### src/rtl/spt_pkg.sv
// Package for the sampling profile table: payload structs, codes, constants
// and the saturating counter helper. No dependencies.
// Used by every module of the block and by its checker.
package spt_pkg;

    // Fixed field widths
    localparam int ID_W       = 31;
    localparam int NAME_MAX_W = 64;
    localparam int CTR_W      = 32;
    localparam int SLOT_W     = 5;
    localparam int OUTCOME_W  = 3;
    localparam int CFG_W      = 6;

    // Defaults for the top-level parameters
    localparam int DEPTH_DEFAULT      = 32;
    localparam int NAME_BYTES_DEFAULT = 8;

    // Entries between the front and the back
    localparam int QUEUE_DEPTH = 2;

    localparam logic [CFG_W-1:0] CFG_RESET = 6'd32;

    // Result outcome codes
    localparam logic [OUTCOME_W-1:0] OUTCOME_NEW    = 3'd0;
    localparam logic [OUTCOME_W-1:0] OUTCOME_BUMP   = 3'd1;
    localparam logic [OUTCOME_W-1:0] OUTCOME_DROP   = 3'd2;
    localparam logic [OUTCOME_W-1:0] OUTCOME_SYSTEM = 3'd3;
    localparam logic [OUTCOME_W-1:0] OUTCOME_SLEEP  = 3'd4;

    // Input item: one profiler tick
    typedef struct packed {
        logic                  ctx_live;
        logic [ID_W-1:0]       ctx_id;
        logic                  ctx_named;
        logic [NAME_MAX_W-1:0] ctx_name;
        logic                  gc_active;
        logic                  sleeping;
    } spt_in_t;

    // Result item
    typedef struct packed {
        logic [OUTCOME_W-1:0] outcome;
        logic [SLOT_W-1:0]    slot;
        logic [CTR_W-1:0]     slot_count;
        logic [CTR_W-1:0]     slot_gc_count;
        logic [CTR_W-1:0]     total_ticks;
        logic [CTR_W-1:0]     system_ticks;
        logic [CTR_W-1:0]     sleep_ticks;
    } spt_out_t;

    // Class of a tick as decided by the front
    typedef enum logic [1:0] {
        KIND_SCAN,
        KIND_SYSTEM,
        KIND_SLEEP
    } spt_kind_t;

    // Classified tick queued for the back
    typedef struct packed {
        spt_kind_t             kind;
        logic [ID_W-1:0]       id;
        logic                  named;
        logic [NAME_MAX_W-1:0] name;
        logic                  gc;
    } spt_item_t;

    // Back-end scan states
    typedef enum logic [1:0] {
        BK_IDLE,
        BK_SCAN,
        BK_CMP
    } spt_back_state_t;

    // Increment that stops at all ones
    function automatic logic [CTR_W-1:0] sat_inc(input logic [CTR_W-1:0] v);
        logic [CTR_W-1:0] r;
        r = (v == {CTR_W{1'b1}}) ? v : v + 1'b1;
        return r;
    endfunction

endpackage

### src/rtl/spt_queue.sv
// Short queue between the front and the back of the sampling profile table.
// Head is visible without a registered read. Depends on spt_pkg.
module spt_queue
    import spt_pkg::*;
(
    input  logic      clk,
    input  logic      rst_n,
    input  logic      push_valid,
    output logic      push_ready,
    input  spt_item_t push_item,
    output logic      pop_valid,
    input  logic      pop,
    output spt_item_t pop_item
);

    localparam int PTR_W = (QUEUE_DEPTH > 1) ? $clog2(QUEUE_DEPTH) : 1;
    localparam int CNT_W = $clog2(QUEUE_DEPTH + 1);

    spt_item_t          slots_reg [QUEUE_DEPTH];
    logic [PTR_W-1:0]   wr_ptr_reg;
    logic [PTR_W-1:0]   wr_ptr_next;
    logic [PTR_W-1:0]   rd_ptr_reg;
    logic [PTR_W-1:0]   rd_ptr_next;
    logic [CNT_W-1:0]   count_reg;
    logic [CNT_W-1:0]   count_next;
    logic               do_push;
    logic               do_pop;

    assign push_ready = (count_reg != CNT_W'(QUEUE_DEPTH));
    assign pop_valid  = (count_reg != '0);
    assign pop_item   = slots_reg[rd_ptr_reg];
    assign do_push    = push_valid && push_ready;
    assign do_pop     = pop && pop_valid;

    // Advance pointers and occupancy
    always_comb
    begin
        wr_ptr_next = wr_ptr_reg;
        rd_ptr_next = rd_ptr_reg;
        count_next  = count_reg;
        if (do_push)
        begin
            wr_ptr_next = (wr_ptr_reg == PTR_W'(QUEUE_DEPTH - 1)) ? '0 : wr_ptr_reg + 1'b1;
        end
        if (do_pop)
        begin
            rd_ptr_next = (rd_ptr_reg == PTR_W'(QUEUE_DEPTH - 1)) ? '0 : rd_ptr_reg + 1'b1;
        end
        if (do_push && !do_pop)
        begin
            count_next = count_reg + 1'b1;
        end
        else if (do_pop && !do_push)
        begin
            count_next = count_reg - 1'b1;
        end
    end

    always_ff @(posedge clk or negedge rst_n)
    begin
        if (!rst_n)
        begin
            wr_ptr_reg <= '0;
            rd_ptr_reg <= '0;
            count_reg  <= '0;
        end
        else
        begin
            wr_ptr_reg <= wr_ptr_next;
            rd_ptr_reg <= rd_ptr_next;
            count_reg  <= count_next;
        end
    end

    // Store the pushed item
    always_ff @(posedge clk)
    begin
        if (do_push)
        begin
            slots_reg[wr_ptr_reg] <= push_item;
        end
    end

endmodule

### config.mk
export PLATFORM = sky130hd
export DESIGN_NAME = spt_queue
export DESIGN_NICKNAME = d
export VERILOG_FILES = /design/src/rtl/spt_pkg.sv /design/src/rtl/spt_queue.sv
export SDC_FILE = /design/constraint.sdc
export NUM_CORES = 1
export LEC_CHECK = 0
export BUFFER_PORTS_ARGS = -buffer_cell sky130_fd_sc_hd__buf_2
export CAP_MARGIN = 20
export CORE_AREA = 5 5 168 170
export DETAILED_ROUTE_END_ITERATION = 16
export DIE_AREA = 0 0 173 175
export PLACE_DENSITY = 0.55
export SYNTH_ARGS = -nofsm -noshare
export SYNTH_HDL_FRONTEND = slang
export SYNTH_SLANG_ARGS = --single-unit
### constraint.sdc
create_clock -name clk -period 5.86 [get_ports clk]
set_input_delay 0.293 -clock clk [delete_from_list [all_inputs] [get_ports clk]]
set_output_delay 0.293 -clock clk [all_outputs]
set_load 0.01 [all_outputs]
==> results.md <==
| Parameter | This run |
| --- | --- |
| Synth area leader | sky130_fd_sc_hd__edfxtp_1 |
| Count of flip-flops with a built-in enable after synthesis | 198 |
| Core Area | 26,600 µm² |
| Filler instances | 2,397 |
| Overall overflow remaining after global route | 0 |
| Setup bufs post-CTS | 0 |
| Worst r2r dst | slots_reg[1][29] |
| Share of layout cells above drive strength 1 | 0.511 |
| YS warnings | 0 |
| Initial core utilization | 0.295 |
| Maximum number of buffers from clock root to sink | 3 |
| Avg Synthesized Cell Area | 24.0 µm² |
| Kind of start point of the critical path | flip-flop |
| Hold Crit Class | input pin to flip-flop |
| Hold Violations, Final | 0 |
| Total number of vias | 4,131 |
| Routed Antenna Nets | 0 |
| Buffers added on ports | 203 |
| Reg2reg start | count_reg[0] |
| Fraction of synthesis flops using an asynchronous set or reset pin | 0.0198 |
| Result of the run | completed |
| Number of levels in the clock H-tree | 1 |
| Clk_skew | 12.5 ps |
| Register area share after synthesis | 0.771 |
| Count of cells resized by post-cts repair | 0 |
| Top-Level Pins | 204 |
| Maximum number of pins on one net before global-route repair | 54 |
| Number of nets in the final layout | 752 |
| F_max | 0.325 GHz |
| Slew at the pin closest to its max-slew limit | 951 ps |
| Post-CTS clock slew at the launch and capture registers of the worst setup and hold paths | 50 ps |
| Max-cap viol count | 0 |
| Setup slack on the worst flop-to-flop path | 3470 ps |
| Critical path type | flip-flop to output port |
| Required time at the worst-slack endpoint | 5570 ps |
| Number of rows created at floorplan | 60 |
| Drt via density | 4.11 |
| Via count of the first global-routing pass | 4,676 |
| Min Clock Period, post-route | 3080 ps |
| Critical Path Slowest Stage Cell | sky130_fd_sc_hd__dfrtp_4 |
| Clk sink count | 202 |
| Placer congestion estimate | 0.692 |
| Unique masters post-synth | 14 |
| RSZ-0062 raised after global routing | no |
| Total global routing track utilization | 0.102 |
| Count of unresolved DRC violations after routing | 0 |
| Most numerous cell types in the synthesized netlist | 198 x sky130_fd_sc_hd__edfxtp_1, 99 x sky130_fd_sc_hd__mux2_4, 10 x sky130_fd_sc_hd__buf_12 |
| Instance area at placement | 9120 µm² |
| Routed WL per cell | 15.9 µm |
| Total half-perimeter wirelength after legalization and detailed placement | 10,600 µm |
| Cell chosen for the clock root | sky130_fd_sc_hd__clkbuf_16 |
| Headroom to the max-slew limit | 0.366 |
| Leakage | 0.00433 µW |
| Arrival time worst endpoint | 2790 ps |
| Area contributors post-synth | sky130_fd_sc_hd__edfxtp_1 76%, sky130_fd_sc_hd__mux2_4 19%, sky130_fd_sc_hd__buf_12 2.6%, sky130_fd_sc_hd__dfrtp_1 1.3%, sky130_fd_sc_hd__xnor2_1 0.34% |
| Top flip-flop cell by instance count after synthesis | sky130_fd_sc_hd__edfxtp_1 |
| Die area | 30,300 µm² |
| Flip-flop count of the largest register after layout | 198 |
| Setup crit end kind | output port |
| Sequence of cells on the critical path | buf_4, mux2_4, buf_2 |
| Capture point of the worst path | pop_item[69] |
| Initial antenna violation count | 1 |
| Post-route fraction of the period consumed by the critical path | 0.525 |
| Worst-path fanout max | 47 |
| Global-route wire length before repair | 25,000 µm |
| TritonCTS clock tree | built |
| Cell area power density | 466 nW/µm² |
| Final Max Slew Viols | 0 |
| Final Instance Area | 10,800 µm² |
| Number of cells produced by synthesis | 326 |
| Layout overhead on the synthesized area | 38.1% |
| Clock latency at the later pin of the worst-skew pair | 500 ps |
| Clock buffers created by TritonCTS | 23 |
| Post-synthesis net count | 430 |
| Critical Path Source | rd_ptr_reg |
| Total area of sequential cells | 6050 µm² |
| Final Instance Count excl. Fillers | 1,005 |
| Number of buffers inserted by hold repair at cts | 100 |
| Max stage delay on crit path | 1010 ps |
| Detailed Routing Iterations Pass 1 | 4 |
| Maximum resistive drop on vdd | 0.259 mV |
| Final WL | 16,000 µm |
| Total Negative Setup Slacks | 0 ps |
| Netlist area before placement | 7840 µm² |
| Setup Viol. Count Final | 0 |
| Final Power | 5040 µW |
| Most frequently used cell type in the post-synthesis netlist | sky130_fd_sc_hd__edfxtp_1 |
| Core occupancy in the finished layout | 0.407 |
| Cell type group with the largest total delay on the critical path | flip-flops |
| Number of cells on the critical path | 3 |
| Area used by multi-input combinational logic | 1590 µm² |
| Vertical die dimension | 175 µm |
| Die span in x | 173 µm |
| DRC marker count from the first detailed-route iteration | 183 |
| Buf+Inv Stages, Crit Path | 2 |
| Number of register bits inferred by synthesis | 202 |
| Cells on worst reg2reg path | 3 |
| Cell count after placement | 864 |
| Hold-critical path depth | 3 |
| Area fraction of the dominant cell type after synthesis | 0.759 |
## worst register-to-register path, cell delays in order, from the launching register on
cell	delay, ps
sky130_fd_sc_hd__dfrtp_1	400
sky130_fd_sc_hd__nand2b_1	180
sky130_fd_sc_hd__and3_4	630
sky130_fd_sc_hd__buf_4	710
## routing by layer
metal,GRT usage,vias up,routed length [µm]
li1,-,1938,-
met1,0.112,2024,6220
met2,0.187,138,8220
met3,0.0346,31,1120
met4,0.0286,0,432
met5,0,-,0
## final cells by class
cell class / count / share of cell area
sequential: 202 / 0.559
timing repair buffer: 308 / 0.190
multi-input combinational: 112 / 0.147
clock buffer: 27 / 0.0546
tap: 341 / 0.0394
clock inverter: 13 / 0.00983
inverter: 1 / 0.000347
antenna: 1 / 0.000231
## cell usage in the layout (no fill, tap or decap)
| cell type | n |
|---|---|
| sky130_fd_sc_hd__nor2_1 | 1 |
| sky130_fd_sc_hd__diode_2 | 1 |
| sky130_fd_sc_hd__nor2_4 | 1 |
| sky130_fd_sc_hd__nand2_1 | 2 |
| sky130_fd_sc_hd__clkbuf_1 | 4 |
| sky130_fd_sc_hd__inv_1 | 1 |
| sky130_fd_sc_hd__mux2_4 | 99 |
| sky130_fd_sc_hd__nand2b_1 | 1 |
| sky130_fd_sc_hd__dfrtp_4 | 1 |
| sky130_fd_sc_hd__buf_4 | 5 |
| sky130_fd_sc_hd__xor2_1 | 2 |
| sky130_fd_sc_hd__bufinv_16 | 2 |
| sky130_fd_sc_hd__and3_4 | 1 |
| sky130_fd_sc_hd__edfxtp_1 | 198 |
| sky130_fd_sc_hd__buf_2 | 203 |
| sky130_fd_sc_hd__dfrtp_1 | 3 |
| sky130_fd_sc_hd__clkinv_2 | 4 |
| sky130_fd_sc_hd__xnor2_1 | 3 |
| sky130_fd_sc_hd__dlygate4sd3_1 | 100 |
| sky130_fd_sc_hd__or2_1 | 1 |
| sky130_fd_sc_hd__clkinv_1 | 7 |
| sky130_fd_sc_hd__clkbuf_16 | 23 |
| sky130_fd_sc_hd__ha_1 | 1 |
## cells by family after synthesis
logic type | count (synthesis) | share of synthesized area
adders and majority gates | 1 | 0.00160
xor gates and xnor gates | 5 | 0.00559
muxes | 99 | 0.190
and+or+nand+nor | 7 | 0.00431
buffers and inverters | 12 | 0.0275
DFF | 202 | 0.771
## worst min-delay path by stage
stage          startpoint            to  slack, ps
3_5_place_dp        rst_n    wr_ptr_reg        100
4_1_cts               pop    rd_ptr_reg         90
5_1_grt               pop    rd_ptr_reg        110
6_report              pop    rd_ptr_reg        110
3_3_place_gp        rst_n  count_reg[1]        100
2_1_floorplan       rst_n  count_reg[0]         -3
## report_power, final
part	internal (µW)	switching, µW
registers	1980	180
clock network	800	525
logic	836	722
## metrics by stage
step / hold slack [ps] / setup slack (ps)
global route: 110 / 2600
detailed placement: 104 / 3230
CTS: 91.7 / 2680
global placement: 99.6 / 3310
finish: 113 / 2780
floorplan: -2.59 / 482
(Power assumes the default switching activity.)
