$ cat config.mk
export PLATFORM = sky130hd
export DESIGN_NAME = spt_front
export DESIGN_NICKNAME = d
export VERILOG_FILES = /design/src/rtl/spt_pkg.sv /design/src/rtl/spt_front.sv
export SDC_FILE = /design/constraint.sdc
export NUM_CORES = 1
export LEC_CHECK = 0
export BUFFER_PORTS_ARGS = -buffer_cell sky130_fd_sc_hd__buf_2
export CORE_MARGIN = 1.5
export CORE_UTILIZATION = 43
export CTS_CLUSTER_SIZE = 28
export DETAILED_ROUTE_END_ITERATION = 8
export PLACE_DENSITY = 0.91
export SLEW_MARGIN = 20
export SYNTH_ARGS = -nofsm -noshare
export SYNTH_HDL_FRONTEND = slang
export SYNTH_SLANG_ARGS = --single-unit
$ cat constraint.sdc
create_clock -name clk -period 4.63 [get_ports clk]
set_clock_uncertainty 0.2 [all_clocks]
set_input_delay 0.463 -clock clk [delete_from_list [all_inputs] [get_ports clk]]
set_output_delay 0.463 -clock clk [all_outputs]
set_load 0.005 [all_outputs]
$ cat src/rtl/spt_pkg.sv
// Package for the sampling profile table: payload structs, codes, constants
// and the saturating counter helper. No dependencies.
// Used by every module of the block and by its checker.
package spt_pkg;

    // Fixed field widths
    localparam int ID_W       = 31;
    localparam int NAME_MAX_W = 64;
    localparam int CTR_W      = 32;
    localparam int SLOT_W     = 5;
    localparam int OUTCOME_W  = 3;
    localparam int CFG_W      = 6;

    // Defaults for the top-level parameters
    localparam int DEPTH_DEFAULT      = 32;
    localparam int NAME_BYTES_DEFAULT = 8;

    // Entries between the front and the back
    localparam int QUEUE_DEPTH = 2;

    localparam logic [CFG_W-1:0] CFG_RESET = 6'd32;

    // Result outcome codes
    localparam logic [OUTCOME_W-1:0] OUTCOME_NEW    = 3'd0;
    localparam logic [OUTCOME_W-1:0] OUTCOME_BUMP   = 3'd1;
    localparam logic [OUTCOME_W-1:0] OUTCOME_DROP   = 3'd2;
    localparam logic [OUTCOME_W-1:0] OUTCOME_SYSTEM = 3'd3;
    localparam logic [OUTCOME_W-1:0] OUTCOME_SLEEP  = 3'd4;

    // Input item: one profiler tick
    typedef struct packed {
        logic                  ctx_live;
        logic [ID_W-1:0]       ctx_id;
        logic                  ctx_named;
        logic [NAME_MAX_W-1:0] ctx_name;
        logic                  gc_active;
        logic                  sleeping;
    } spt_in_t;

    // Result item
    typedef struct packed {
        logic [OUTCOME_W-1:0] outcome;
        logic [SLOT_W-1:0]    slot;
        logic [CTR_W-1:0]     slot_count;
        logic [CTR_W-1:0]     slot_gc_count;
        logic [CTR_W-1:0]     total_ticks;
        logic [CTR_W-1:0]     system_ticks;
        logic [CTR_W-1:0]     sleep_ticks;
    } spt_out_t;

    // Class of a tick as decided by the front
    typedef enum logic [1:0] {
        KIND_SCAN,
        KIND_SYSTEM,
        KIND_SLEEP
    } spt_kind_t;

    // Classified tick queued for the back
    typedef struct packed {
        spt_kind_t             kind;
        logic [ID_W-1:0]       id;
        logic                  named;
        logic [NAME_MAX_W-1:0] name;
        logic                  gc;
    } spt_item_t;

    // Back-end scan states
    typedef enum logic [1:0] {
        BK_IDLE,
        BK_SCAN,
        BK_CMP
    } spt_back_state_t;

    // Increment that stops at all ones
    function automatic logic [CTR_W-1:0] sat_inc(input logic [CTR_W-1:0] v);
        logic [CTR_W-1:0] r;
        r = (v == {CTR_W{1'b1}}) ? v : v + 1'b1;
        return r;
    endfunction

endpackage

$ cat src/rtl/spt_front.sv
// Front of the sampling profile table: input stage that takes ticks,
// classifies them and trims the name. Depends on spt_pkg.
module spt_front
    import spt_pkg::*;
#(
    parameter int NAME_BYTES = NAME_BYTES_DEFAULT
)
(
    input  logic      clk,
    input  logic      rst_n,
    input  logic      in_valid,
    output logic      in_ready,
    input  spt_in_t   in_data,
    output logic      push_valid,
    input  logic      push_ready,
    output spt_item_t push_item
);

    localparam logic [NAME_MAX_W-1:0] NAME_MASK =
        {NAME_MAX_W{1'b1}} >> (NAME_MAX_W - NAME_BYTES * 8);

    logic      stage_valid_reg;
    logic      stage_valid_next;
    spt_item_t stage_reg;
    spt_item_t stage_next;
    logic      in_xfer;

    assign in_ready   = !stage_valid_reg || push_ready;
    assign in_xfer    = in_valid && in_ready;
    assign push_valid = stage_valid_reg;
    assign push_item  = stage_reg;

    // Classify the tick and keep only the stored name bytes
    always_comb
    begin
        stage_next.id    = in_data.ctx_id;
        stage_next.named = in_data.ctx_named;
        stage_next.name  = in_data.ctx_named ? (in_data.ctx_name & NAME_MASK) : '0;
        stage_next.gc    = in_data.gc_active;
        if (in_data.ctx_live)
        begin
            stage_next.kind = KIND_SCAN;
        end
        else if (in_data.sleeping)
        begin
            stage_next.kind = KIND_SLEEP;
        end
        else
        begin
            stage_next.kind = KIND_SYSTEM;
        end
    end

    // Hold the stage until the queue takes it
    always_comb
    begin
        if (in_xfer)
        begin
            stage_valid_next = 1'b1;
        end
        else if (push_ready)
        begin
            stage_valid_next = 1'b0;
        end
        else
        begin
            stage_valid_next = stage_valid_reg;
        end
    end

    always_ff @(posedge clk or negedge rst_n)
    begin
        if (!rst_n)
        begin
            stage_valid_reg <= 1'b0;
        end
        else
        begin
            stage_valid_reg <= stage_valid_next;
        end
    end

    always_ff @(posedge clk)
    begin
        if (in_xfer)
        begin
            stage_reg <= stage_next;
        end
    end

endmodule

==> summary.md, run 1 <==
| Metric | Value |
|---|---|
| Final Critical Period | `2.277 ns` |
| Post-synthesis sequential area ratio | `84.75%` |
| Die W | `93.70 um` |
| TritonCTS Sinks | `100` |
| DR iter-0 viols | `77` |
| Cts repair resizes | `0` |
| Via count | `2185` |
| Syn Nets | `278` |
| Multi-input gate area | `511.7 um^2` |
| Routed Antenna Nets | `0` |
| Status | `finished clean` |
| Relative slew margins | `39.03%` |
| Starting Density | `45.07%` |
| Seq cells post-synth | `100` |
| Die Area | `8779 um^2` |
| CP Max Fanout | `73` |
| Initial DRT Pass Iterations | `4` |
| Tot GR Track Use | `17.06%` |
| Register area | `2998 um^2` |
| Synth warn | `0` |
| First-pass GRT wire length | `10810 um` |
| Setup Fix Bufs, Post-CTS | `0` |
| Syn Inst Count | `175` |
| Fillers | `608` |
| Synthesized area | `3537 um^2` |
| Gr ovfl total | `0` |
| Wire per inst | `15.00 um` |
| WP data required | `4.46 ns` |
| Via density per instance | `4.423` |
| CTS Buf Count | `9` |
| Clock root buffer | `clkbuf_8` |
| Area grow syn2layout | `37.35%` |
| CP max-delay cell | `and2_4` |
| Final period util | `49.17%` |
| Critical path class | `flop to flop` |
| Adder-cell share of the synthesized area | `0%` |
| Tightest Pin Transition | `0.9146 ns` |
| H-tree levels | `3` |
| Row count | `32` |
| Reg clk slew, reported paths | `0.11 ns` |
| Setup repair after global routing missed its margin | `no` |
| Tot Pwr | `1.733 mW` |
| Port Buffers | `203` |
| Vias in the first global route | `2203` |
| Initial antenna violation count | `2` |
| Yosys cell types | `8` |
| Largest family of logic cells by synthesized area | `simple AND/OR/NAND/NOR gates` |
| Core area | `7848 um^2` |
| # Max-Cap Violations | `0` |
| Final #Nets | `488` |
| Routability cong. | `0.6952` |
| Fraction of layout cells with a size suffix above 1 | `73.08%` |
| Worst Path Arrival | `2.10 ns` |
| Crit-path cells | `nand2b_1 -> and2_4 -> buf_4` |
| Fin. Hold Viols | `0` |
| Fmax | `439.2 MHz` |
| Peak VDD IR | `202.6 uV` |
| Largest net degree at the start of global routing | `74` |
| Post-synthesis compound-gate area fraction | `0%` |
| HP Class | `primary input to flop` |
| DRC | `0` |
| Max incr delay on CP | `0.76 ns` |
| CTS tree | `done` |
| Post-Synth Simple-Gate Area | `14.40%` |
| IO Pins | `204` |
| Mux cell area share after synthesis | `0%` |
| Post-Synth XOR/XNOR Area | `0%` |
| Worst setup SP type | `flop` |
| Syn Area/Cell | `20.21 um^2` |
| CP endpoint kind | `flop` |
| Clock buffer depth | `2` |
| Finish-stage setup viols | `0` |
| Die Ht | `93.70 um` |
| Worst skew pair latency | `0.34 ns` |
| Slew Limit Fails | `0` |
| Leakage | `2.116 nW` |
| Setup tns final | `0 ns` |
| Power Density | `356.8 nW/um^2` |
| Routed WL | `7409 um` |
-- routing by layer --
metal | part of all wire, % | track usage [%] | vias up | wire length [um]
met1 | 36 | 19.28 | 999 | 2672
met3 | 11 | 7.039 | 10 | 842
met2 | 51 | 28.38 | 128 | 3766
met5 | 0 | 0 | - | 0
li1 | - | - | 1048 | -
met4 | 1.7 | 7.463 | 0 | 127
-- what timing repair did --
item                                    4_1_cts  5_1_grt
endpoints found under the hold margin         1        0
hold buffers                                  1        0
endpoints found under the setup margin        0        0
-- layout make-up --
cell class / count / area share, %
Antenna cell: 2 / 0.1030
Clock buffer: 9 / 2.550
Clock inverter: 7 / 1.210
Multi-Input combinational cell: 69 / 10.53
Sequential cell: 100 / 61.70
Tap cell: 102 / 2.627
Timing Repair Buffer: 205 / 21.27
-- worst max-delay path, delay by kind of cell (launching register included) --
kind / cells / cell delay, ns
buffers and inverters: 1 / 0.46
DFF: 1 / 0.39
and+or+nand+nor: 2 / 0.87
-- metrics by stage --
stage	setup WS (ns)	hold slack, ns	cell area [um^2]	instances	util, %
2_1_floorplan	1.038	-0.03259	3537	175	-
3_3_place_gp	2.212	0.03801	4661	475	59.39
3_5_place_dp	2.135	0.04188	4661	475	59.39
4_1_cts	2.315	0.05020	4853	492	61.85
5_1_grt	2.180	0.04237	4853	492	61.85
6_report	2.353	0.06651	4858	494	61.91
-- state kept, by name, indices dropped and copies added (netlist names) --
| signal | flops |
|---|---|
| push_item | 99 |
| push_valid | 1 |
-- layout by cell type, fill, tap and decap left out, drive strengths merged --
master	Yosys	routed
and2	65	65
clkinv	0	3
clkinvlp	0	1
buf	0	204
edfxtp	99	99
nand2b	2	2
clkbuf	6	9
inv	0	3
nor2b	1	1
diode	0	2
nor2	1	1
dfrtp	1	1
dlygate4sd3	0	1
-- path summary, 6_finish.rpt --
kind                                   from             to  slack, ns  depth (start not counted)
worst max-delay path             push_valid  push_item[29]       2.35                          3
worst min-delay path            in_data[68]  push_item[67]       0.07                          1
worst max register to register   push_valid  push_item[29]       2.35                          3
worst min register to register   push_valid     push_valid       0.37                          2
max in group asynchronous             rst_n     push_valid       3.93                          2
min in group asynchronous             rst_n     push_valid       0.22                          2
-- Yosys cell counts --
cell	n	area (um^2)
edfxtp_1	99	2973
dfrtp_1	1	25.02
and2_2	64	480.5
nor2_1	1	3.750
nor2b_1	1	6.260
nand2b_1	2	12.51
and2_1	1	6.260
clkbuf_2	6	30.03
-- where the power goes --
| group | leakage [nW] | switching [mW] | internal [mW] |
|---|---|---|---|
| Combinational | 1.05 | 0.0712 | 0.0828 |
| Clock | 0.0921 | 0.306 | 0.204 |
| Sequential | 0.973 | 0.0129 | 1.06 |
-- cell families (layout without fill, tap and decap cells) --
kind of cell,Yosys count,count (layout)
other,0,2
and+or+nand+nor,69,69
DFF,100,100
buffers and inverters,6,221
(Power assumes the default switching activity.)
==> run 2: changes to the inputs <==
--- a/config.mk
+++ b/config.mk
@@ -5,12 +5,13 @@
 export SDC_FILE = /design/constraint.sdc
 export NUM_CORES = 1
 export LEC_CHECK = 0
+export ABC_AREA = 1
 export BUFFER_PORTS_ARGS = -buffer_cell sky130_fd_sc_hd__buf_2
 export CORE_MARGIN = 1.5
-export CORE_UTILIZATION = 43
+export CORE_UTILIZATION = 39
 export CTS_CLUSTER_SIZE = 28
 export DETAILED_ROUTE_END_ITERATION = 8
-export PLACE_DENSITY = 0.91
+export PLACE_DENSITY = 0.87
 export SLEW_MARGIN = 20
 export SYNTH_ARGS = -nofsm -noshare
 export SYNTH_HDL_FRONTEND = slang
==> constraint.sdc (replaced) <==
create_clock -name clk -period 1.9 [get_ports clk]
set_clock_uncertainty 0.2 [all_clocks]
set_input_delay 0.19 -clock clk [delete_from_list [all_inputs] [get_ports clk]]
set_output_delay 0.19 -clock clk [all_outputs]
set_load 0.005 [all_outputs]
==> run 2 against run 1 <==
Compared with the run above: the flow now finishes with violations (design-rule violations); via count increased by 31%; synthesized cell count increased by 39%; sequential cell count unchanged; critical path type is now primary input to flop; critical endpoint is now push_item[82]; largest power group unchanged.
==> summary.md, run 2 <==
| Metric | Value |
|---|---|
| Syn Area/Cell | `14.77 um^2` |
| Yosys cell types | `7` |
| Worst skew pair latency | `0.35 ns` |
| NetSw | `1.024 mW` |
| Internal Power | `3.655 mW` |
| Relative slew margins | `57.28%` |
| Setup slack after layout | `0.3606 ns` |
| Port Buffers | `203` |
| Critical path class | `primary input to flop` |
| Worst setup SP type | `primary input` |
| Most used flip-flop cell after synthesis | `edfxtp_1` |
| Sequential power share | `55.8%` |
| Die Ht | `98.92 um` |
| Most frequent cell after synthesis | `edfxtp_1` |
| Area grow syn2layout | `66.28%` |
| Finish-stage setup viols | `0` |
| CP max-delay cell | `dlygate4sd3_1` |
| Post-synthesis sequential area ratio | `83.54%` |
| Met1 Wirelength | `3510 um` |
| Post-Synth Simple-Gate Area | `7.113%` |
| Peak VDD IR | `442.1 uV` |
| Post-synth top cells | `99 x edfxtp_1, 67 x inv_1, 66 x nand2_1, 7 x buf_6, 2 x nor2_1` |
| Fraction of layout cells with a size suffix above 1 | `39.46%` |
| Fmax | `649.6 MHz` |
| DP Worst Slack | `0.2828 ns` |
| DRC | `18` |
| CP endpoint kind | `flop` |
| CP Max Fanout | `53` |
| WL met3 | `874 um` |
| Crit-path cells | `dlygate4sd3_1 -> buf_2 -> inv_1 -> a21oi_4 -> buf_12` |
| First-pass GRT wire length | `15180 um` |
| Clock root buffer | `clkbuf_8` |
| Fin. Hold Viols | `0` |
| Top Metal Used | `met4` |
| Initial DRT Pass Iterations | `8` |
| Clock network fraction of total power | `32.0%` |
| Min-delay src | `in_data[66]` |
| Die W | `98.92 um` |
| Die Area | `9785 um^2` |
| Worst Path Arrival | `1.37 ns` |
| IO Pins | `204` |
| TritonCTS Sinks | `100` |
| Cell accounting for the most synthesized area | `edfxtp_1` |
| H-tree levels | `3` |
| DR WL met2 | `5318 um` |
| Largest net degree at the start of global routing | `66` |
| Setup repair after global routing missed its margin | `no` |
| # Max-Cap Violations | `0` |
| Core area | `8806 um^2` |
| Power Density | `784.2 nW/um^2` |
| CP bufs+invs | `4` |
| Initial antenna violation count | `0` |
| Crit path max-delay family | `buffers and inverters` |
| Syn Inst Count | `243` |
| HP Class | `primary input to flop` |
| Reg-to-reg startpoint | `push_valid` |
| Row count | `34` |
| Commonest cells after routing, fill and taps aside | `202 x buf_2, 103 x dlygate4sd3_1, 99 x edfxtp_1, 67 x inv_1, 66 x nand2_1` |
| Wire per inst | `14.82 um` |
| Routed WL | `9897 um` |
| Tot GR Track Use | `20.61%` |
| Via count | `2873` |
| CTS tree | `done` |
| Commonest non-fill, non-tap cell in the layout | `buf_2` |
| Tot Pwr | `4.679 mW` |
| Adder-cell share of the synthesized area | `0%` |
| Mux cell area share after synthesis | `0%` |
| Cts repair resizes | `0` |
| Via density per instance | `4.301` |
| Switching share of power | `21.88%` |
| Tightest Pin Transition | `0.6408 ns` |
| Post-synth EDFFs | `99` |
| Routability cong. | `0.6665` |
| Final period util | `81.02%` |
| DP HPWL | `5590 um` |
| Final Critical Period | `1.539 ns` |
| CTS Buf Count | `9` |
| Max incr delay on CP | `0.52 ns` |
| Comb power frac | `12.2%` |
| Post-synthesis compound-gate area fraction | `0.1395%` |
| Status | `finished with violations` |
| Largest family of logic cells by synthesized area | `buffers and inverters` |
| Worst reg2reg setup slack | `0.41 ns` |
| Violated checks | `design-rule violations` |
| Slew Limit Fails | `0` |
| Synth warn | `0` |
| Seq cells post-synth | `100` |
| Clock buffer depth | `2` |
| Asr flop ratio synth | `1.000%` |
| DR iter-0 viols | `81` |
| Starting Density | `40.75%` |
| Final #Nets | `658` |
| Routed Antenna Nets | `0` |
| Reg clk slew, reported paths | `0.10 ns` |
| Vias in the first global route | `3105` |
| Crit path launch | `in_valid` |
| Synthesized area | `3588 um^2` |
| Antenna Diode Count | `0` |
| Ranking of synthesized cells by area | `edfxtp_1 83%, inv_1 7.0%, nand2_1 6.9%, buf_6 2.2%, dfrtp_1 0.70%` |
| Gr ovfl total | `0` |
| Post-Synth XOR/XNOR Area | `0%` |
| Syn Nets | `346` |
| Leakage | `3.012 nW` |
| Max FFs per register | `99` |
| Top cell type's share of synthesized area | `82.85%` |
| WP data required | `1.73 ns` |
## run 2: cell types whose count changed in the layout (fill, tap and decap cells not counted), sizes merged
cell and delta:
a21oi +1, buf +1, nor2 +1, dlygate4sd3 +102, and2 -65, diode -2
inv +67, bufinv +2, nand2 +66, clkbuf +1, nor2b -1, clkinv -3
nand2b -2
## run 2: kinds of logic after synthesis
kind of cell,count (synthesis)
buffers and inverters,74
AND/OR/NAND/NOR,68
AO/OA/AOI/OAI,1
flip-flops,100
## run 2: worst paths after layout
| path | depth (start not counted) | end |
|---|---|---|
| max | 5 | push_item[82] |
| min | 1 | push_item[65] |
| max reg2reg | 2 | push_item[82] |
| min reg2reg | 2 | push_item[24] |
| max in group asynchronous | 3 | push_valid |
| min in group asynchronous | 3 | push_valid |
## run 2: worst register-to-register path, cell delays in order (launching register included)
cell     delay, ns
dfrtp_1       0.43
a21oi_4       0.23
buf_12        0.30
## run 2: power groups by stage
stage / registers (mW) / logic [mW] / clock network (mW)
floorplan: 2.68 / 0.122 / 0
global placement: 2.65 / 0.380 / 0
detailed placement: 2.66 / 0.395 / 0
CTS: 2.61 / 0.561 / 1.53
global route: 2.62 / 0.627 / 1.60
finish: 2.61 / 0.572 / 1.50
## run 2: per-stage QoR
step	area, um^2	utilization, %	setup TNS, ns	hold slack [ns]	cells
2_1_floorplan	3600	-	-80.15	-0.3056	243
3_3_place_gp	4712	53.51	0	-0.2355	549
3_5_place_dp	4712	53.51	0	-0.2321	549
4_1_cts	5964	67.73	0	0.2817	668
5_1_grt	5967	67.76	0	0.2289	668
6_report	5967	67.76	0	0.2154	668
## run 2: area by class of cell
class,count,area (um^2)
Clock inverter,6,93.84
Timing Repair Buffer,308,2090
Fill cell,582,2839
Tap cell,108,135.1
Sequential cell,100,2998
Inverter,67,251.5
Multi-Input combinational cell,69,271.5
Clock buffer,10,127.6
## run 2: layer usage
layer | vias up | GRT usage, %
met1 | 1313 | 21.59
met5 | - | 0
met4 | 0 | 7.692
li1 | 1382 | -
met2 | 159 | 38.89
met3 | 19 | 5.887
## run 2: timing repair
item,4_1_cts,5_1_grt
setup buffers,0,0
setup endpoints to repair,0,0
hold endpoints to repair,100,0
hold buffers,103,0
